===== src/hw/rtl/bsfr_pkg.sv =====
// ----------------------------------------------------------------------------
// bsfr_pkg
// Shared types, codes and constants of the byte-stuffed frame receiver.
// ----------------------------------------------------------------------------
`default_nettype none

package bsfr_pkg;

  localparam int unsigned ByteW  = 8;
  localparam int unsigned CntW   = 10;   // stuffed byte count, holds the limit itself
  localparam int unsigned LenW   = 9;    // destuffed payload length
  localparam int unsigned KindW  = 2;
  localparam int unsigned CauseW = 3;
  localparam int unsigned CfgIdxW = 2;

  localparam int unsigned MaxStuffedBytesDefault = 512;
  localparam int unsigned LenLimit               = 512;

  localparam logic [ByteW-1:0] FlagByte = 8'h7E;
  localparam logic [ByteW-1:0] EscByte  = 8'h7D;
  localparam logic [ByteW-1:0] EscFlag  = 8'h5E;
  localparam logic [ByteW-1:0] EscEsc   = 8'h5D;

  localparam logic [ByteW-1:0] AddressReset     = 8'h03;
  localparam logic [ByteW-1:0] ControlReset     = 8'h00;
  localparam logic [ByteW-1:0] HeaderCheckReset = 8'h03;
  localparam logic             ModeReset        = 1'b1;

  typedef enum logic [KindW-1:0] {
    KIND_DATA   = 2'd0,
    KIND_ACCEPT = 2'd1,
    KIND_REJECT = 2'd2
  } kind_e;

  typedef enum logic [CauseW-1:0] {
    CAUSE_NONE     = 3'd0,
    CAUSE_BCC2     = 3'd1,
    CAUSE_EMPTY    = 3'd2,
    CAUSE_ESCAPE   = 3'd3,
    CAUSE_OVERFLOW = 3'd4
  } cause_e;

  typedef enum logic [CfgIdxW-1:0] {
    CFG_ADDRESS      = 2'd0,
    CFG_CONTROL      = 2'd1,
    CFG_HEADER_CHECK = 2'd2,
    CFG_MODE         = 2'd3
  } cfg_idx_e;

  typedef enum logic [4:0] {
    HS_HUNT = 5'b00001,
    HS_FLAG = 5'b00010,
    HS_ADDR = 5'b00100,
    HS_CTRL = 5'b01000,
    HS_DATA = 5'b10000
  } hdr_state_e;

  typedef struct packed {
    logic [ByteW-1:0] address;
    logic [ByteW-1:0] control;
    logic [ByteW-1:0] header_check;
    logic             mode;
  } cfg_t;

  typedef struct packed {
    logic [KindW-1:0]  out_kind;
    logic [ByteW-1:0]  out_byte;
    logic [LenW-1:0]   payload_length;
    logic [CauseW-1:0] reject_cause;
  } res_t;

  // Handshake between the input stage and the frame logic.
  typedef struct packed {
    logic             step;
    logic [ByteW-1:0] rx_byte;
  } beat_t;

endpackage

`default_nettype wire


===== src/hw/rtl/bsfr_rx_if.sv =====
// ----------------------------------------------------------------------------
// bsfr_rx_if
// Channel carrying raw received bytes.
// ----------------------------------------------------------------------------
`default_nettype none

interface bsfr_rx_if;
  logic                       valid;
  logic                       ready;
  logic [bsfr_pkg::ByteW-1:0] rx_byte;

  modport source (output valid, output rx_byte, input ready);
  modport sink (input valid, input rx_byte, output ready);
endinterface

`default_nettype wire


===== src/hw/rtl/bsfr_res_if.sv =====
// ----------------------------------------------------------------------------
// bsfr_res_if
// Channel carrying payload bytes and frame verdicts.
// ----------------------------------------------------------------------------
`default_nettype none

interface bsfr_res_if;
  logic                        valid;
  logic                        ready;
  logic [bsfr_pkg::KindW-1:0]  out_kind;
  logic [bsfr_pkg::ByteW-1:0]  out_byte;
  logic [bsfr_pkg::LenW-1:0]   payload_length;
  logic [bsfr_pkg::CauseW-1:0] reject_cause;

  modport source (output valid, output out_kind, output out_byte,
                  output payload_length, output reject_cause, input ready);
  modport sink (input valid, input out_kind, input out_byte,
                input payload_length, input reject_cause, output ready);
endinterface

`default_nettype wire


===== src/hw/rtl/byte_stuffed_frame_receiver.sv =====
// ----------------------------------------------------------------------------
// byte_stuffed_frame_receiver
// Flag hunt, header match and on-the-fly destuffing of byte-stuffed frames.
// ----------------------------------------------------------------------------
//  Channel  Dir  Payload                                          Beat
//  rx_i     in   rx_byte                                          valid & ready
//  res_o    out  out_kind, out_byte, payload_length, reject_cause valid & ready
//  cfg      in   cfg_index_i, cfg_data_i                          cfg_we_i
//
//  One byte per cycle while the result register is not stalled: a byte waits in
//  the input register, the frame logic settles it in a single pass and the
//  result register follows. Reset clears the header state, frame bookkeeping
//  and both valid flags; configuration registers go to their defaults.
//  A stalled result register holds the logic and the input register; both
//  keep taking beats whenever the register ahead frees up in the same cycle.
// ----------------------------------------------------------------------------
`default_nettype none

module byte_stuffed_frame_receiver #(
  parameter int unsigned MAX_STUFFED_BYTES = bsfr_pkg::MaxStuffedBytesDefault
) (
  input  wire logic                         clk_i,
  input  wire logic                         rst_ni,
  input  wire logic                         cfg_we_i,
  input  wire logic [bsfr_pkg::CfgIdxW-1:0] cfg_index_i,
  input  wire logic [bsfr_pkg::ByteW-1:0]   cfg_data_i,
  bsfr_rx_if.sink                           rx_i,
  bsfr_res_if.source                        res_o
);

  bsfr_pkg::cfg_t  cfg_q;
  bsfr_pkg::beat_t beat;
  bsfr_pkg::res_t  res;
  bsfr_pkg::res_t  out;
  logic            res_valid;
  logic            advance;

  always_ff @(posedge clk_i or negedge rst_ni) begin
    if (!rst_ni) begin
      cfg_q.address      <= bsfr_pkg::AddressReset;
      cfg_q.control      <= bsfr_pkg::ControlReset;
      cfg_q.header_check <= bsfr_pkg::HeaderCheckReset;
      cfg_q.mode         <= bsfr_pkg::ModeReset;
    end else if (cfg_we_i) begin
      unique case (bsfr_pkg::cfg_idx_e'(cfg_index_i))
        bsfr_pkg::CFG_ADDRESS:      cfg_q.address      <= cfg_data_i;
        bsfr_pkg::CFG_CONTROL:      cfg_q.control      <= cfg_data_i;
        bsfr_pkg::CFG_HEADER_CHECK: cfg_q.header_check <= cfg_data_i;
        bsfr_pkg::CFG_MODE:         cfg_q.mode         <= cfg_data_i[0];
        default: ;
      endcase
    end
  end

  bsfr_in_reg u_in_reg (
    .clk_i      (clk_i),
    .rst_ni     (rst_ni),
    .in_valid_i (rx_i.valid),
    .in_ready_o (rx_i.ready),
    .in_byte_i  (rx_i.rx_byte),
    .advance_i  (advance),
    .beat_o     (beat)
  );

  bsfr_deframer #(
    .MAX_STUFFED_BYTES (MAX_STUFFED_BYTES)
  ) u_deframer (
    .clk_i       (clk_i),
    .rst_ni      (rst_ni),
    .cfg_i       (cfg_q),
    .beat_i      (beat),
    .res_valid_o (res_valid),
    .res_o       (res)
  );

  bsfr_out_reg u_out_reg (
    .clk_i       (clk_i),
    .rst_ni      (rst_ni),
    .res_valid_i (res_valid),
    .res_i       (res),
    .advance_o   (advance),
    .out_valid_o (res_o.valid),
    .out_ready_i (res_o.ready),
    .out_o       (out)
  );

  assign res_o.out_kind       = out.out_kind;
  assign res_o.out_byte       = out.out_byte;
  assign res_o.payload_length = out.payload_length;
  assign res_o.reject_cause   = out.reject_cause;

endmodule

`default_nettype wire


===== src/hw/rtl/bsfr_in_reg.sv =====
// ----------------------------------------------------------------------------
// bsfr_in_reg
// Input register: holds one received byte until the frame logic takes it.
// ----------------------------------------------------------------------------
`default_nettype none

module bsfr_in_reg (
  input  wire logic                       clk_i,
  input  wire logic                       rst_ni,
  input  wire logic                       in_valid_i,
  output logic                            in_ready_o,
  input  wire logic [bsfr_pkg::ByteW-1:0] in_byte_i,
  input  wire logic                       advance_i,
  output bsfr_pkg::beat_t                 beat_o
);

  logic                       valid_q, valid_d;
  logic [bsfr_pkg::ByteW-1:0] byte_q;
  logic                       load;

  assign in_ready_o = !valid_q || advance_i;
  assign load       = in_valid_i && in_ready_o;

  always_comb begin
    valid_d = valid_q;
    if (load) begin
      valid_d = 1'b1;
    end else if (advance_i) begin
      valid_d = 1'b0;
    end
  end

  always_ff @(posedge clk_i or negedge rst_ni) begin
    if (!rst_ni) begin
      valid_q <= 1'b0;
    end else begin
      valid_q <= valid_d;
    end
  end

  always_ff @(posedge clk_i) begin
    if (load) begin
      byte_q <= in_byte_i;
    end
  end

  assign beat_o.step    = valid_q && advance_i;
  assign beat_o.rx_byte = byte_q;

endmodule

`default_nettype wire


===== src/hw/rtl/bsfr_deframer.sv =====
// ----------------------------------------------------------------------------
// bsfr_deframer
// Header matching, destuffing, BCC2 tracking and frame verdicts.
// ----------------------------------------------------------------------------
`default_nettype none

module bsfr_deframer #(
  parameter int unsigned MAX_STUFFED_BYTES = bsfr_pkg::MaxStuffedBytesDefault
) (
  input  wire logic             clk_i,
  input  wire logic             rst_ni,
  input  wire bsfr_pkg::cfg_t   cfg_i,
  input  wire bsfr_pkg::beat_t  beat_i,
  output logic                  res_valid_o,
  output bsfr_pkg::res_t        res_o
);

  localparam int unsigned Limit = (MAX_STUFFED_BYTES > bsfr_pkg::LenLimit) ?
                                  bsfr_pkg::LenLimit : MAX_STUFFED_BYTES;

  bsfr_pkg::hdr_state_e        state_q, state_d;
  logic                        esc_q, esc_d;
  logic [bsfr_pkg::ByteW-1:0]  held_q, held_d;
  logic                        held_valid_q, held_valid_d;
  logic [bsfr_pkg::ByteW-1:0]  xor_q, xor_d;
  logic [bsfr_pkg::CntW-1:0]   stuffed_q, stuffed_d;
  logic [bsfr_pkg::LenW-1:0]   destuffed_q, destuffed_d;
  logic                        ovf_q, ovf_d;

  logic [bsfr_pkg::ByteW-1:0]  b;
  logic [bsfr_pkg::ByteW-1:0]  dbyte;
  logic                        is_flag;
  logic                        push;
  logic                        clear;

  assign b       = beat_i.rx_byte;
  assign is_flag = (b == bsfr_pkg::FlagByte);

  always_comb begin
    state_d      = state_q;
    esc_d        = esc_q;
    held_d       = held_q;
    held_valid_d = held_valid_q;
    xor_d        = xor_q;
    stuffed_d    = stuffed_q;
    destuffed_d  = destuffed_q;
    ovf_d        = ovf_q;
    res_valid_o  = 1'b0;
    res_o        = '0;
    dbyte        = '0;
    push         = 1'b0;
    clear        = 1'b0;

    unique case (state_q)
      bsfr_pkg::HS_FLAG: begin
        if (is_flag) begin
          state_d = bsfr_pkg::HS_FLAG;
        end else if (b == cfg_i.address) begin
          state_d = bsfr_pkg::HS_ADDR;
        end else begin
          state_d = bsfr_pkg::HS_HUNT;
        end
      end
      bsfr_pkg::HS_ADDR: begin
        if (is_flag) begin
          state_d = bsfr_pkg::HS_FLAG;
        end else if (b == cfg_i.control) begin
          state_d = bsfr_pkg::HS_CTRL;
        end else begin
          state_d = bsfr_pkg::HS_HUNT;
        end
      end
      bsfr_pkg::HS_CTRL: begin
        if (is_flag) begin
          state_d = bsfr_pkg::HS_FLAG;
        end else if (b == cfg_i.header_check) begin
          state_d = bsfr_pkg::HS_DATA;
          clear   = 1'b1;
        end else begin
          state_d = bsfr_pkg::HS_HUNT;
        end
      end
      bsfr_pkg::HS_DATA: begin
        if (is_flag) begin
          // Closing flag: give the verdict and reopen on this same flag.
          res_valid_o = 1'b1;
          priority if (!cfg_i.mode) begin
            res_o.out_kind = bsfr_pkg::KIND_ACCEPT;
          end else if (ovf_q) begin
            res_o.out_kind     = bsfr_pkg::KIND_REJECT;
            res_o.reject_cause = bsfr_pkg::CAUSE_OVERFLOW;
          end else if (esc_q) begin
            res_o.out_kind     = bsfr_pkg::KIND_REJECT;
            res_o.reject_cause = bsfr_pkg::CAUSE_ESCAPE;
          end else if (!held_valid_q || destuffed_q == '0) begin
            res_o.out_kind     = bsfr_pkg::KIND_REJECT;
            res_o.reject_cause = bsfr_pkg::CAUSE_EMPTY;
          end else if (held_q != xor_q) begin
            res_o.out_kind     = bsfr_pkg::KIND_REJECT;
            res_o.reject_cause = bsfr_pkg::CAUSE_BCC2;
          end else begin
            res_o.out_kind       = bsfr_pkg::KIND_ACCEPT;
            res_o.payload_length = destuffed_q;
          end
          clear   = 1'b1;
          state_d = bsfr_pkg::HS_FLAG;
        end else if (!cfg_i.mode) begin
          clear   = 1'b1;
          state_d = bsfr_pkg::HS_HUNT;
        end else if (ovf_q || stuffed_q >= bsfr_pkg::CntW'(Limit)) begin
          ovf_d = 1'b1;
        end else begin
          stuffed_d = stuffed_q + 1'b1;
          if (esc_q) begin
            esc_d = 1'b0;
            push  = 1'b1;
            if (b == bsfr_pkg::EscFlag) begin
              dbyte = bsfr_pkg::FlagByte;
            end else if (b == bsfr_pkg::EscEsc) begin
              dbyte = bsfr_pkg::EscByte;
            end else begin
              dbyte = '0;
            end
          end else if (b == bsfr_pkg::EscByte) begin
            esc_d = 1'b1;
          end else begin
            dbyte = b;
            push  = 1'b1;
          end
          // The newest byte is held back as the BCC2 candidate; the one it
          // displaces goes out as payload.
          if (push) begin
            if (held_valid_q) begin
              res_valid_o    = 1'b1;
              res_o.out_kind = bsfr_pkg::KIND_DATA;
              res_o.out_byte = held_q;
              xor_d          = xor_q ^ held_q;
              destuffed_d    = destuffed_q + 1'b1;
            end
            held_d       = dbyte;
            held_valid_d = 1'b1;
          end
        end
      end
      default: begin
        state_d = is_flag ? bsfr_pkg::HS_FLAG : bsfr_pkg::HS_HUNT;
      end
    endcase

    if (clear) begin
      esc_d        = 1'b0;
      held_d       = '0;
      held_valid_d = 1'b0;
      xor_d        = '0;
      stuffed_d    = '0;
      destuffed_d  = '0;
      ovf_d        = 1'b0;
    end

    if (!beat_i.step) begin
      res_valid_o = 1'b0;
    end
  end

  always_ff @(posedge clk_i or negedge rst_ni) begin
    if (!rst_ni) begin
      state_q      <= bsfr_pkg::HS_HUNT;
      esc_q        <= 1'b0;
      held_q       <= '0;
      held_valid_q <= 1'b0;
      xor_q        <= '0;
      stuffed_q    <= '0;
      destuffed_q  <= '0;
      ovf_q        <= 1'b0;
    end else if (beat_i.step) begin
      state_q      <= state_d;
      esc_q        <= esc_d;
      held_q       <= held_d;
      held_valid_q <= held_valid_d;
      xor_q        <= xor_d;
      stuffed_q    <= stuffed_d;
      destuffed_q  <= destuffed_d;
      ovf_q        <= ovf_d;
    end
  end

endmodule

`default_nettype wire


===== src/hw/rtl/bsfr_out_reg.sv =====
// ----------------------------------------------------------------------------
// bsfr_out_reg
// Result register: holds one result beat until the consumer takes it.
// ----------------------------------------------------------------------------
`default_nettype none

module bsfr_out_reg (
  input  wire logic           clk_i,
  input  wire logic           rst_ni,
  input  wire logic           res_valid_i,
  input  wire bsfr_pkg::res_t res_i,
  output logic                advance_o,
  output logic                out_valid_o,
  input  wire logic           out_ready_i,
  output bsfr_pkg::res_t      out_o
);

  logic           valid_q, valid_d;
  bsfr_pkg::res_t res_q;

  // The logic may move on whenever the register is free or being emptied.
  assign advance_o = !valid_q || out_ready_i;

  always_comb begin
    valid_d = valid_q;
    if (res_valid_i) begin
      valid_d = 1'b1;
    end else if (out_ready_i) begin
      valid_d = 1'b0;
    end
  end

  always_ff @(posedge clk_i or negedge rst_ni) begin
    if (!rst_ni) begin
      valid_q <= 1'b0;
    end else begin
      valid_q <= valid_d;
    end
  end

  always_ff @(posedge clk_i) begin
    if (res_valid_i) begin
      res_q <= res_i;
    end
  end

  assign out_valid_o = valid_q;
  assign out_o       = res_q;

endmodule

`default_nettype wire


===== src/flat_wrapper.sv =====
// flat-port wrapper written by rule: the top's interface ports become plain ports
module byte_stuffed_frame_receiver_flat 
#(
  parameter int unsigned MAX_STUFFED_BYTES = bsfr_pkg::MaxStuffedBytesDefault
)
  (clk_i, rst_ni, cfg_we_i, cfg_index_i, cfg_data_i, rx_i_valid, rx_i_rx_byte, rx_i_ready, res_o_valid, res_o_out_kind, res_o_out_byte, res_o_payload_length, res_o_reject_cause, res_o_ready);
  bsfr_rx_if rx_i_i ();
  bsfr_res_if res_o_i ();
  input  wire logic clk_i;
  input  wire logic rst_ni;
  input  wire logic cfg_we_i;
  input  wire logic [bsfr_pkg::CfgIdxW-1:0] cfg_index_i;
  input  wire logic [bsfr_pkg::ByteW-1:0] cfg_data_i;
  input wire logic [$bits(rx_i_i.valid)-1:0] rx_i_valid;
  input wire logic [$bits(rx_i_i.rx_byte)-1:0] rx_i_rx_byte;
  output wire logic [$bits(rx_i_i.ready)-1:0] rx_i_ready;
  output wire logic [$bits(res_o_i.valid)-1:0] res_o_valid;
  output wire logic [$bits(res_o_i.out_kind)-1:0] res_o_out_kind;
  output wire logic [$bits(res_o_i.out_byte)-1:0] res_o_out_byte;
  output wire logic [$bits(res_o_i.payload_length)-1:0] res_o_payload_length;
  output wire logic [$bits(res_o_i.reject_cause)-1:0] res_o_reject_cause;
  input wire logic [$bits(res_o_i.ready)-1:0] res_o_ready;
  assign rx_i_i.valid = rx_i_valid;
  assign rx_i_i.rx_byte = rx_i_rx_byte;
  assign rx_i_ready = rx_i_i.ready;
  assign res_o_valid = res_o_i.valid;
  assign res_o_out_kind = res_o_i.out_kind;
  assign res_o_out_byte = res_o_i.out_byte;
  assign res_o_payload_length = res_o_i.payload_length;
  assign res_o_reject_cause = res_o_i.reject_cause;
  assign res_o_i.ready = res_o_ready;
  byte_stuffed_frame_receiver #(.MAX_STUFFED_BYTES(MAX_STUFFED_BYTES)) u_core (.clk_i(clk_i), .rst_ni(rst_ni), .cfg_we_i(cfg_we_i), .cfg_index_i(cfg_index_i), .cfg_data_i(cfg_data_i), .rx_i(rx_i_i), .res_o(res_o_i));
endmodule

===== config.mk =====
export PLATFORM = sky130hd
export DESIGN_NAME = byte_stuffed_frame_receiver_flat
export DESIGN_NICKNAME = d
export VERILOG_FILES = /design/src/hw/rtl/bsfr_pkg.sv /design/src/hw/rtl/bsfr_rx_if.sv /design/src/hw/rtl/bsfr_res_if.sv /design/src/hw/rtl/byte_stuffed_frame_receiver.sv /design/src/hw/rtl/bsfr_in_reg.sv /design/src/hw/rtl/bsfr_deframer.sv /design/src/hw/rtl/bsfr_out_reg.sv /design/src/flat_wrapper.sv
export SDC_FILE = /design/constraint.sdc
export NUM_CORES = 1
export LEC_CHECK = 0
export BUFFER_PORTS_ARGS = -buffer_cell sky130_fd_sc_hd__buf_4
export CORE_ASPECT_RATIO = 1.75
export CORE_MARGIN = 2
export CORE_UTILIZATION = 59
export DETAILED_ROUTE_END_ITERATION = 8
export PLACE_DENSITY = 0.85
export SLEW_MARGIN = 20
export SYNTH_ARGS = -nofsm -noshare
export SYNTH_HDL_FRONTEND = slang
export SYNTH_SLANG_ARGS = --single-unit

===== constraint.sdc =====
create_clock -name clk_i -period 3.46 [get_ports clk_i]
set_input_delay 0.865 -clock clk_i [delete_from_list [all_inputs] [get_ports clk_i]]
set_output_delay 0.865 -clock clk_i [all_outputs]
set_load 0.02 [all_outputs]

* After elaboration in Yosys (flattened, before gate mapping)
Cells that the tools add are included.
Word-level totals: latch bits 0, memories kept 0, RAM bits 0, output and inout bits 24, bits in read-only memories 0, bits of input ports 23, register bits after elaboration 100, logic and storage cells 167
Cells by class: shift operators 0, order comparisons 1, muxes and demuxes 89, bitwise logic cells 6, divide/modulo/power cells 0, multiply operators 0, reduce and logical (&&, ||, !) cells 31, add/subtract/negate cells 2, equal/unequal tests 18
Operators with widths (number):
- $mux 8 | 15
- $mux 9 | 7
- $mux 10 | 5
- $mux 1 | 40
- $eq 8x7->1 const B | 4
- $eq 8x8->1 | 3
- $mux 5 | 4
- $pmux 5 s4 | 1
- $mux 2 | 9
- $mux 7 | 2
- $reduce_bool 2->1 | 7
- $add 10x1->10 const B | 1
- $ge 10x10->1 const B | 1
- $reduce_and 2->1 | 5
- $reduce_and 5->1 | 2
- $add 9x1->9 const B | 1
- $logic_not 9->1 | 1
- $mux 3 | 3
- $mux 4 | 2
- $ne 8x8->1 | 1
- $xor 8x8->8 | 1
- $reduce_and 7->1 | 1
- $reduce_or 7->1 | 1
- $reduce_and 6->1 | 1
- other kinds (18) | 29

* Longest topological paths before layout
Gate-level depths: netlist (run 1).
depth after elaboration 14, gate-level depth with buffers 8, mapped depth without buffers 6

* Hierarchy
A second synthesis (run 1) with hierarchy kept.
Second synthesis, totals: cells, all modules 443, area total of the unflattened synthesis 4983.5 µm²
By module, submodules not included:
- bsfr_deframer | cells an instance 351, seq. area each 1077.3 µm², area an instance 3015.4 µm², times used 1
- byte_stuffed_frame_receiver | cells an instance 54, seq. area each 631.9 µm², area an instance 959.7 µm², times used 1
- bsfr_out_reg | cells an instance 25, seq. area each 685.7 µm², area an instance 708.2 µm², times used 1
- bsfr_in_reg | cells an instance 13, seq. area each 265.3 µm², area an instance 300.3 µm², times used 1

* Worst setup path after synthesis (run 1)
No wires, ideal clock.
path kind input-to-reg, start input port res_o_ready, end register u_core.u_out_reg.res_q (netlist bit u_core.u_out_reg.out_o[0]), enable pin, required time 3.051 ns, library setup time 0.409 ns, path slack 0.700 ns, data arrival time 2.350 ns, cell stages on the path 3, buffers on the path 0, cells stage by stage nand2b_1 -> nand3_1 -> a21oi_1
Between the ends: longest elaborated chain between the ends 3
Ends and longest elaborated chain:
- from (decl) | line flat_wrapper.sv:22 | input wire logic [$bits(res_o_i.ready)-1:0] res_o_ready;
- $logic_or 1x1->1 | line bsfr_out_reg.sv:22 | assign advance_o = !valid_q || out_ready_i;
- $logic_and 1x1->1 | line bsfr_in_reg.sv:47 | assign beat_o.step = valid_q && advance_i;
- $mux 1 | line bsfr_deframer.sv:160 | if (!beat_i.step) begin
- named net u_core.res_valid | line byte_stuffed_frame_receiver.sv:35 | logic res_valid;
- to (signal assigned) | line bsfr_out_reg.sv:43 | res_q <= res_i;
- to (decl) | line bsfr_out_reg.sv:19 | bsfr_pkg::res_t res_q;
The timed path passes the listed nets, and every way through them passes these cells. A chain may end at the register's enable or synchronous reset.

* Worst setup path after layout (run 1)
start register u_core.u_in_reg.byte_q[1] in the netlist's numbering, end register u_core.u_out_reg.res_q (netlist bit u_core.u_out_reg.out_o[19]), data pin
Between the ends: longest elaborated chain between the ends 9, elaborated cells between the ends (all ways) 10, classes of those cells 2 x eq/ne; 6 x mux; 1 x bitwise; 1 x reduce/logical
Ends and longest elaborated chain:
- from (decl) | line bsfr_in_reg.sv:18 | logic [bsfr_pkg::ByteW-1:0] byte_q;
- from (signal assigned) | line bsfr_in_reg.sv:43 | byte_q <= in_byte_i;
- $eq 8x7->1 | line bsfr_deframer.sv:124 | end else if (b == bsfr_pkg::EscByte) begin
- $mux 1 | line bsfr_deframer.sv:124
- $mux 1 | line bsfr_deframer.sv:114 | if (esc_q) begin
- $mux 1 | line bsfr_deframer.sv:110 | end else if (ovf_q || stuffed_q >= bsfr_pkg::CntW'(Limit)) begin
- $mux 1 | line bsfr_deframer.sv:107 | end else if (!cfg_i.mode) begin
- $mux 1 | line bsfr_deframer.sv:84 | if (is_flag) begin
- $mux 1 | line bsfr_deframer.sv:54 | unique case (state_q)
- $not 1->1 (no source line)
- $reduce_or 6->1 (no source line) *
Every way passes the cells marked *; elsewhere a longest branch is shown, timed or not. The select of a mux whose other input is x is not followed.

==> results of run 1 <==
[registers in the layout, summed over array words and instances (netlist names)]
register                        cells
u_core.u_deframer.xor_q             8
u_core.u_in_reg.valid_q             1
u_core.u_deframer.stuffed_q        10
u_core.u_out_reg.out_o             22
u_core.u_deframer.destuffed_q       9
u_core.u_deframer.esc_q             1
u_core.u_deframer.ovf_q             1
u_core.cfg_q                       25
u_core.u_deframer.held_valid_q      1
u_core.u_deframer.held_q            8
u_core.u_in_reg.byte_q              8
u_core.u_deframer.state_q           5
u_core.u_out_reg.out_valid_o        1
[report_power, final]
group / switching [uW] / total [uW] / internal [uW] / leakage [uW]
combinational: 89.5 / 207 / 118 / 0.00118
clock: 427 / 957 / 530 / 0.000135
sequential: 75.8 / 1370 / 1290 / 0.00115
[kinds of logic after synthesis]
kind of cell,after synthesis,share of synthesized area
xor+xnor,33,0.0624
simple gates,160,0.178
compound gates,82,0.120
buf+inv,44,0.0467
flops,100,0.520
mux,30,0.0660
fa+ha+maj,3,0.00734
[synth_stat cells (3+ instances only)]
cell type,count,share of area
o31ai_1,4,0.0059
o21ai_0,7,0.0068
and2_1,12,0.015
nor4_1,7,0.0086
nand3_1,20,0.020
o22ai_1,16,0.020
buf_2,5,0.0049
a22o_1,5,0.0086
nand3b_1,4,0.0059
nor3_1,17,0.017
mux2_2,26,0.057
nor2_1,10,0.0073
a21oi_1,9,0.0088
xnor2_1,5,0.0086
and4_1,3,0.0051
nand2b_1,6,0.0073
ha_1,3,0.0073
dfrtp_1,64,0.31
inv_1,23,0.017
clkbuf_1,6,0.0044
dfstp_2,6,0.031
buf_6,8,0.018
a31oi_1,7,0.0086
nand2_1,50,0.037
edfxtp_1,30,0.18
nand4_1,4,0.0049
xor2_1,24,0.041
or2_2,3,0.0037
o2bb2ai_1,3,0.0051
nor3b_1,3,0.0044
and3_1,4,0.0049
a32oi_1,15,0.026
xnor2_2,4,0.013
mux2i_1,3,0.0059
[worst min-delay path, delay by kind of cell, from the launching register on]
kind            cells  cell delay [ps]
simple gates        1               60
compound gates      1               60
flops               1              390
[layout make-up]
cell class,instances,share of cell area
Clock inverter,5,0.00586
Timing Repair Buffer,49,0.0638
Multi-Input combinational cell,308,0.385
Inverter,23,0.0150
Tap cell,117,0.0254
Clock buffer,11,0.0440
Sequential cell,100,0.461
[metal layers]
| layer | share of wire | wire length [um] |
|---|---|---|
| met5 | 0 | 0 |
| met4 | 0.043 | 465 |
| met3 | 0.039 | 413 |
| met2 | 0.57 | 6130 |
| met1 | 0.35 | 3710 |
[through the flow]
stage | instances | worst slack (ps)
finish | 613 | 871
global route | 613 | 662
CTS | 613 | 878
detailed placement | 597 | 747
global placement | 597 | 801
floorplan | 452 | 700
[how the worst max path moves through the flow]
stage	to	slack, ps	cells after the start
after floorplan	u_core.u_out_reg.out_o[0]	700	3
after global placement	u_core.u_deframer.stuffed_q[9]	800	6
after detailed placement	u_core.u_deframer.stuffed_q[9]	750	6
after CTS	u_core.u_out_reg.out_o[19]	880	5
after global routing	u_core.u_out_reg.out_o[19]	660	5
final	u_core.u_out_reg.out_o[19]	870	5
==> out/results.ini, run 1 <==
[cells_and_area]
seqCellArea_sq_um=2660
antenna_cells=0
multi_input_area_sq_um=2220
layout_common_cells=64 x dfrtp_1, 50 x nand2_1, 49 x buf_4, 30 x edfxtp_1, 26 x mux2_2
post_route_cells_drive_above_1_share=0.236
fin_util=0.674
area_growth_pct=12.8
fin_nets=517
fillers=631
layout_commonest_cell=dfrtp_1
fin_area_sq_um=5770

[global_routing]
grt_use_met3=0.0371
grt_max_degree=71
grt_pass1_wl_um=17500
track_usage=0.245
antenna_found_initial=0
grt_pass1_vias=3664
use_met1=0.265
busiest_layer=met2
grt.overflow.total=0
grtUsageMet2=0.435

[worst_setup_path]
r2r_start=u_core.u_in_reg.byte_q[1]
r2r_end=u_core.u_out_reg.out_o[19]
critPathCaptureType=register
r2r_cells=5
cp_max_fo=16
max_stage_delay_ps=620
required_ps=3680
critPathKind=reg -> reg
cp-startpoint=u_core.u_in_reg.byte_q[1]
ff2ff_setup_slack_ps=870
crit_path_top_delay_cell=edfxtp_1
cp_top_family=simple AND/OR/NAND/NOR gates
crit_chain=nand4b_1, o31a_1, nand3_1, nor3_1, and2_1
critPathLaunchType=register
cp_num_buf_inv=0
cp.arrival_ps=2810

[floorplan]
placeableCoreArea_sq_um=8560
io_pins=47
start_util=0.598
rows=45
die_h_um=127
dieArea_sq_um=9460
die_w_um=74.4

[synth]
ys_seq_area_frac=0.520
synthFlopType=dfrtp_1
synthCells=452
syn_nets=478
ys_types=62
synth_edf_count=30
ys_warn_count=0
async_flop_share=0.700
syn_area_sq_um=5120
postSynthAreaPerCell_sq_um=11.3
ys_seq_elements=100

[clocking]
post_cts.repair.setup_buffers=0
insertion_delay_ps=350
root_buffer=clkbuf_16
clk_pin_slew_ps=60
cts_max_level=3
cts_inserted_buffers=9
clkSinkCount=100
cts.repair.resized=0
cts_tree=yes
clockBufferDepth=2
holdBufCountCts=0

[timing]
finalCriticalPeriod_ps=2590
holdWs_ps=512
finalHoldViolations=0
fin_worst_skew_ps=6.30
slew_viol_final=0
slew_headroom=0.420
fin_tns_setup_ps=0
grt_setup_unrepaired=false
worst_pin_slew_ps=869
max_freq_ghz=0.386
finalCritPeriodShare=0.748
setup_viol=0

[power_and_ir_drop]
ir_drop_mv=0.365
total_power_uw=2530
power_density_nw_per_um2=439
leakage_uw=0.00246

[place]
placed_area_sq_um=5480
place_congestion=0.860
numPortBuffers=46
dp_hpwl_um=7880

[run_status]
status=completed

[drt]
ant_nets=0
drc=0
vias_per_cell=6.03
dr.pass1.iters=4
drt-total-wl_um=10700
wl_per_cell_um=17.5
drtIter0Drc=376
vias=3697

[worst_hold_path]
min-delay-start=u_core.u_deframer.state_q[0]
whs_path_depth=2
hold_path_end=u_core.u_deframer.state_q[0]
hp-class=reg -> reg

[run]
maxCapViolCount=0

No activity file was read; power rests on OpenSTA's default activity.
==> run 2: changes to the inputs <==
==> constraint.sdc (replaced) <==
create_clock -name clk_i -period 2.5 [get_ports clk_i]
set_input_delay 0.625 -clock clk_i [delete_from_list [all_inputs] [get_ports clk_i]]
set_output_delay 0.625 -clock clk_i [all_outputs]
set_load 0.02 [all_outputs]
==> out/results.ini, run 2 (synthesis gave the netlist of run 1 again) <==
[run_status]
status=completed  ; unchanged

[cells_and_area]
fillers=640  ; was 631
antenna_cells=0  ; unchanged
regMostFlops=u_core.cfg_q  ; unchanged
largest_reg_flops=25  ; unchanged
area_growth_pct=15.2  ; was 12.8%
fin_util=0.689  ; was 0.674
layout_commonest_cell=dfrtp_1  ; unchanged
post_route_cells_drive_above_1_share=0.258  ; was 0.236
fin_area_sq_um=5900  ; was 5770 sq um
layout_common_cells=64 x dfrtp_1, 61 x buf_4, 50 x nand2_1, 30 x edfxtp_1, 26 x mux2_2  ; was 64 x dfrtp_1, 50 x nand2_1, 49 x buf_4, 30 x edfxtp_1, 26 x mux2_2
fin_nets=529  ; was 517

[power_and_ir_drop]
ir_drop_mv=0.549  ; was 0.365 mV
power_density_nw_per_um2=623  ; was 439 nW/um^2
leakage_uw=0.00254  ; was 0.00246 uW

[global_routing]
grt_pass1_vias=3798  ; was 3664
grtUsageMet2=0.422  ; was 0.435
grt_max_degree=71  ; unchanged
track_usage=0.245  ; about the same
grt.overflow.total=0  ; unchanged
busiest_layer=met2  ; unchanged
grt_pass1_wl_um=17700  ; was 17500 um
antenna_found_initial=0  ; unchanged
grt_use_met3=0.0473  ; was 0.0371
use_met1=0.269  ; was 0.265

[place]
place_congestion=0.883  ; was 0.860
dp_slack_ps=141  ; was 747 ps
placed_area_sq_um=5570  ; was 5480 sq um
dp_hpwl_um=7930  ; was 7880 um
numPortBuffers=46  ; unchanged

[clocking]
clkSinkCount=100  ; unchanged
clk_pin_slew_ps=70  ; was 60 ps
clockBufferDepth=2  ; unchanged
cts.repair.resized=0  ; unchanged
holdBufCountCts=0  ; unchanged
cts_tree=yes  ; unchanged
root_buffer=clkbuf_16  ; unchanged
cts_max_level=3  ; unchanged
cts_inserted_buffers=9  ; unchanged
post_cts.repair.setup_buffers=0  ; unchanged
insertion_delay_ps=350  ; about the same

[drt]
ant_nets=0  ; unchanged
drc=0  ; unchanged
drt-total-wl_um=10500  ; was 10700 um
vias_per_cell=5.97  ; was 6.03
wl_per_cell_um=16.8  ; was 17.5 um
drtIter0Drc=265  ; was 376
vias=3733  ; was 3697
dr.pass1.iters=4  ; unchanged

[worst_setup_path]
cp_max_fo=9  ; was 16
required_ps=2740  ; was 3680 ps
cp-startpoint=u_core.u_in_reg.byte_q[5]  ; was u_core.u_in_reg.byte_q[1]
critPathLaunchType=register  ; unchanged
crit_path_top_delay_cell=edfxtp_1  ; unchanged
critPathKind=reg -> reg  ; unchanged
cp.arrival_ps=2510  ; was 2810 ps
cp_num_buf_inv=0  ; unchanged
ff2ff_setup_slack_ps=230  ; was 870 ps
max_stage_delay_ps=630  ; was 620 ps
cp_top_family=flip-flops  ; was simple AND/OR/NAND/NOR gates
r2r_end=u_core.u_deframer.held_q[7]  ; was u_core.u_out_reg.out_o[19]
r2r_cells=5  ; unchanged
r2r_start=u_core.u_in_reg.byte_q[5]  ; was u_core.u_in_reg.byte_q[1]
cp.depth=5  ; unchanged
crit_chain=nand4b_4, nor3_1, o21ai_0, a21boi_4, mux2_2  ; was nand4b_1, o31a_1, nand3_1, nor3_1, and2_1
critPathCaptureType=register  ; unchanged

[floorplan]
start_util=0.598  ; unchanged
die_w_um=74.4  ; unchanged
placeableCoreArea_sq_um=8560  ; unchanged
die_h_um=127  ; unchanged
rows=45  ; unchanged
dieArea_sq_um=9460  ; unchanged
io_pins=47  ; unchanged

[run]
maxCapViolCount=0  ; unchanged

[worst_hold_path]
hp-class=in -> async  ; was reg -> reg

[timing]
setup_slack_ps=230  ; was 871 ps
max_freq_ghz=0.441  ; was 0.386 GHz
fin_worst_skew_ps=6.40  ; was 6.30 ps
slew_viol_final=0  ; unchanged
slew_headroom=0.407  ; was 0.420
worst_pin_slew_ps=889  ; was 869 ps
grt_setup_unrepaired=false  ; unchanged
finalHoldViolations=0  ; unchanged
setup_viol=0  ; unchanged
fin_tns_setup_ps=0  ; unchanged
finalCriticalPeriod_ps=2270  ; was 2590 ps
finalCritPeriodShare=0.908  ; was 0.748

## run 2: worst max path at each step
stage                                              to  slack, ps
after detailed placement  u_core.u_deframer.held_q[7]        140
after global placement    u_core.u_deframer.held_q[7]        160
after global routing      u_core.u_deframer.held_q[7]        100
after CTS                 u_core.u_deframer.held_q[7]        250
final                     u_core.u_deframer.held_q[7]        230
after floorplan             u_core.u_out_reg.out_o[0]        310
## run 2: through the flow
step	hold slack (ps)	power [uW]	instances
after global routing	443	3800	625
final	380	3670	625
after detailed placement	485	2210	609
after CTS	421	3700	625
after floorplan	329	2110	452
after global placement	467	2190	609
## run 2: cell type report
class	instances	area, sq um	area share
inverters	23	86.3	0.0146
flip-flops and latches	100	2660	0.451
clock inverters	7	98.8	0.0168
repair buffers	61	458	0.0777
well taps	117	146	0.0248
multi-input cells	308	2220	0.377
clock buffers	9	225	0.0382
## run 2: report_power, final
group / total, uW / internal [uW] / switching (uW)
logic: 287 / 165 / 123
registers: 1890 / 1780 / 105
clock network: 1500 / 883 / 614
total: 3670 / 2830 / 842
## run 2: per-layer routing
| layer | vias up | wire length [um] |
|---|---|---|
| met5 | - | 0 |
| met4 | 0 | 535 |
| met3 | 40 | 369 |
| met2 | 121 | 5770 |
| met1 | 1808 | 3840 |
| li1 | 1764 | - |
## run 2: worst register-to-register path: cells and delay by family, from the launching register on
kind / cells / cell delay, ps
simple gates: 2 / 590
compound gates: 2 / 570
mux: 1 / 370
flops: 1 / 630
==> run 3: changes to the inputs <==
--- a/config.mk
+++ b/config.mk
@@ -8,9 +8,9 @@
 export BUFFER_PORTS_ARGS = -buffer_cell sky130_fd_sc_hd__buf_4
 export CORE_ASPECT_RATIO = 1.75
 export CORE_MARGIN = 2
-export CORE_UTILIZATION = 59
+export CORE_UTILIZATION = 55
 export DETAILED_ROUTE_END_ITERATION = 8
-export PLACE_DENSITY = 0.85
+export PLACE_DENSITY = 0.81
 export SLEW_MARGIN = 20
 export SYNTH_ARGS = -nofsm -noshare
 export SYNTH_HDL_FRONTEND = slang
==> out/results.ini, run 3 (synthesis gave the netlist of run 1 again) <==
[worst_setup_path]
critPathCaptureType=register  ; unchanged
critPathKind=reg -> reg  ; unchanged
crit_path_top_delay_cell=edfxtp_1  ; unchanged
cp.arrival_ps=2590  ; was 2510 ps
required_ps=2760  ; was 2740 ps
cp_num_buf_inv=0  ; unchanged
cp_max_fo=13  ; was 9
crit_chain=nand4b_4, or2_1, a31oi_4, nand4_2, o22ai_1  ; was nand4b_4, nor3_1, o21ai_0, a21boi_4, mux2_2
cp_top_family=simple AND/OR/NAND/NOR gates  ; was flip-flops
max_stage_delay_ps=610  ; was 630 ps
critPathLaunchType=register  ; unchanged

[floorplan]
io_pins=47  ; unchanged
die_h_um=132  ; was 127 um
die_w_um=76.9  ; was 74.4 um
dieArea_sq_um=10100  ; was 9460 sq um
rows=46  ; was 45
placeableCoreArea_sq_um=9040  ; was 8560 sq um
start_util=0.566  ; was 0.598

[cells_and_area]
fin_area_sq_um=5900  ; unchanged
area_growth_pct=15.2  ; unchanged
largest_reg_flops=25  ; unchanged
fillers=716  ; was 640
regMostFlops=u_core.cfg_q  ; unchanged
antenna_cells=0  ; unchanged
post_route_cells_drive_above_1_share=0.267  ; was 0.258
multi_input_area_sq_um=2230  ; was 2220 sq um
layout_common_cells=67 x buf_4, 64 x dfrtp_1, 50 x nand2_1, 30 x edfxtp_1, 26 x mux2_2  ; was 64 x dfrtp_1, 61 x buf_4, 50 x nand2_1, 30 x edfxtp_1, 26 x mux2_2
fin_util=0.652  ; was 0.689
seqCellArea_sq_um=2660  ; unchanged
fin_nets=535  ; was 529
layout_commonest_cell=buf_4  ; was dfrtp_1

[drt]
dr.pass1.iters=4  ; unchanged
vias_per_cell=5.89  ; was 5.97
wl_per_cell_um=16.7  ; was 16.8 um
ant_nets=0  ; unchanged
vias=3735  ; was 3733
drc=0  ; unchanged
drtIter0Drc=403  ; was 265
drt-total-wl_um=10600  ; was 10500 um

[run]
maxCapViolCount=0  ; unchanged

[timing]
finalHoldViolations=0  ; unchanged
finalCriticalPeriod_ps=2330  ; was 2270 ps
fin_worst_skew_ps=6.65  ; was 6.40 ps
worst_pin_slew_ps=687  ; was 889 ps
slew_headroom=0.539  ; was 0.407
fin_tns_setup_ps=0  ; unchanged
slew_viol_final=0  ; unchanged
max_freq_ghz=0.428  ; was 0.441 GHz
setup_slack_ps=166  ; was 230 ps
setup_viol=0  ; unchanged
finalCritPeriodShare=0.934  ; was 0.908

[power_and_ir_drop]
p_switching_uw=796  ; was 842 uW
power_density_nw_per_um2=585  ; was 623 nW/um^2
p_sw_frac=0.231  ; was 0.229
pwr-share-seq=0.546  ; was 0.514
ir_drop_mv=0.466  ; was 0.549 mV
p_int_uw=2650  ; was 2830 uW
total_power_uw=3450  ; was 3670 uW
leakage_uw=0.00255  ; was 0.00254 uW
combPwrFrac=0.087  ; was 0.078
p_clk_frac=0.367  ; was 0.408

[global_routing]
antenna_found_initial=0  ; unchanged
grt_max_degree=33  ; was 71
track_usage=0.216  ; was 0.245
grt.overflow.total=0  ; unchanged
grt_pass1_wl_um=17500  ; was 17700 um
grt_pass1_vias=3748  ; was 3798

[clocking]
cts_tree=yes  ; unchanged
clockBufferDepth=2  ; unchanged
root_buffer=clkbuf_16  ; unchanged
clk_pin_slew_ps=60  ; was 70 ps
holdBufCountCts=0  ; unchanged
cts_max_level=3  ; unchanged
cts_inserted_buffers=9  ; unchanged
insertion_delay_ps=350  ; about the same
clkSinkCount=100  ; unchanged

[place]
placed_area_sq_um=5600  ; was 5570 sq um
place_congestion=0.867  ; was 0.883
dp_hpwl_um=8050  ; was 7930 um
dp_slack_ps=150  ; was 141 ps
numPortBuffers=46  ; unchanged

[run_status]
status=completed  ; unchanged

[worst_hold_path]
hp-class=in -> async  ; unchanged

-- run 3: cell count changes in the layout (fill, tap and decap cells not counted), sizes merged --
cell | before | now
buf | 61 | 67
clkbuf | 9 | 11
inv | 25 | 23
bufinv | 2 | 0
clkinv | 2 | 4
-- run 3: worst register-to-register path: cells and delay by family, from the launching register on --
family | cells | cell delay [ps]
compound gates | 2 | 600
flops | 1 | 610
simple gates | 3 | 1040
-- run 3: per-layer routing --
metal,part of all wire,up-vias,global-route usage
met5,0,-,0
met4,0.040,0,0.127
met3,0.033,35,0.0419
met2,0.56,101,0.396
met1,0.37,1822,0.222
li1,-,1777,-
-- run 3: worst paths after layout --
kind	from	to	slack [ps]	cells after the start
max	u_core.u_in_reg.byte_q[6]	u_core.u_deframer.xor_q[5]	170	5
min	rst_ni	u_core.cfg_q[12]	210	1
max reg2reg	u_core.u_in_reg.byte_q[6]	u_core.u_deframer.xor_q[5]	170	5
min reg2reg	u_core.u_deframer.stuffed_q[8]	u_core.u_deframer.stuffed_q[8]	510	1
max in group asynchronous	rst_ni	u_core.cfg_q[17]	1600	2
min in group clk_i	rx_i_rx_byte[6]	u_core.u_in_reg.byte_q[6]	450	1
-- run 3: per-stage QoR --
step	hold WS, ps	instances
after floorplan	329	452
after global placement	469	615
after detailed placement	494	615
after CTS	227	631
after global routing	238	634
final	210	634
-- run 3: power groups by stage --
| stage | combinational, uW | clock (uW) | sequential (uW) |
|---|---|---|---|
| after CTS | 296 | 1280 | 1890 |
| final | 300 | 1260 | 1880 |
| after detailed placement | 292 | 0 | 1920 |
| after global placement | 281 | 0 | 1910 |
| after floorplan | 238 | 0 | 1870 |
| after global routing | 328 | 1340 | 1900 |
-- run 3: cell type report --
cell class	count	share of cell area
flip-flops and latches	100	0.451
multi-input cells	308	0.378
repair buffers	67	0.0853
clock buffers	11	0.0412
well taps	120	0.0255
inverters	23	0.0146
clock inverters	5	0.00467
-- run 3: what timing repair did --
action | in CTS | in global routing
endpoints found under the setup margin | 0 | 2
resized for setup | 0 | 1
hold endpoints to repair | 0 | 0
buffers inserted | 0 | 3
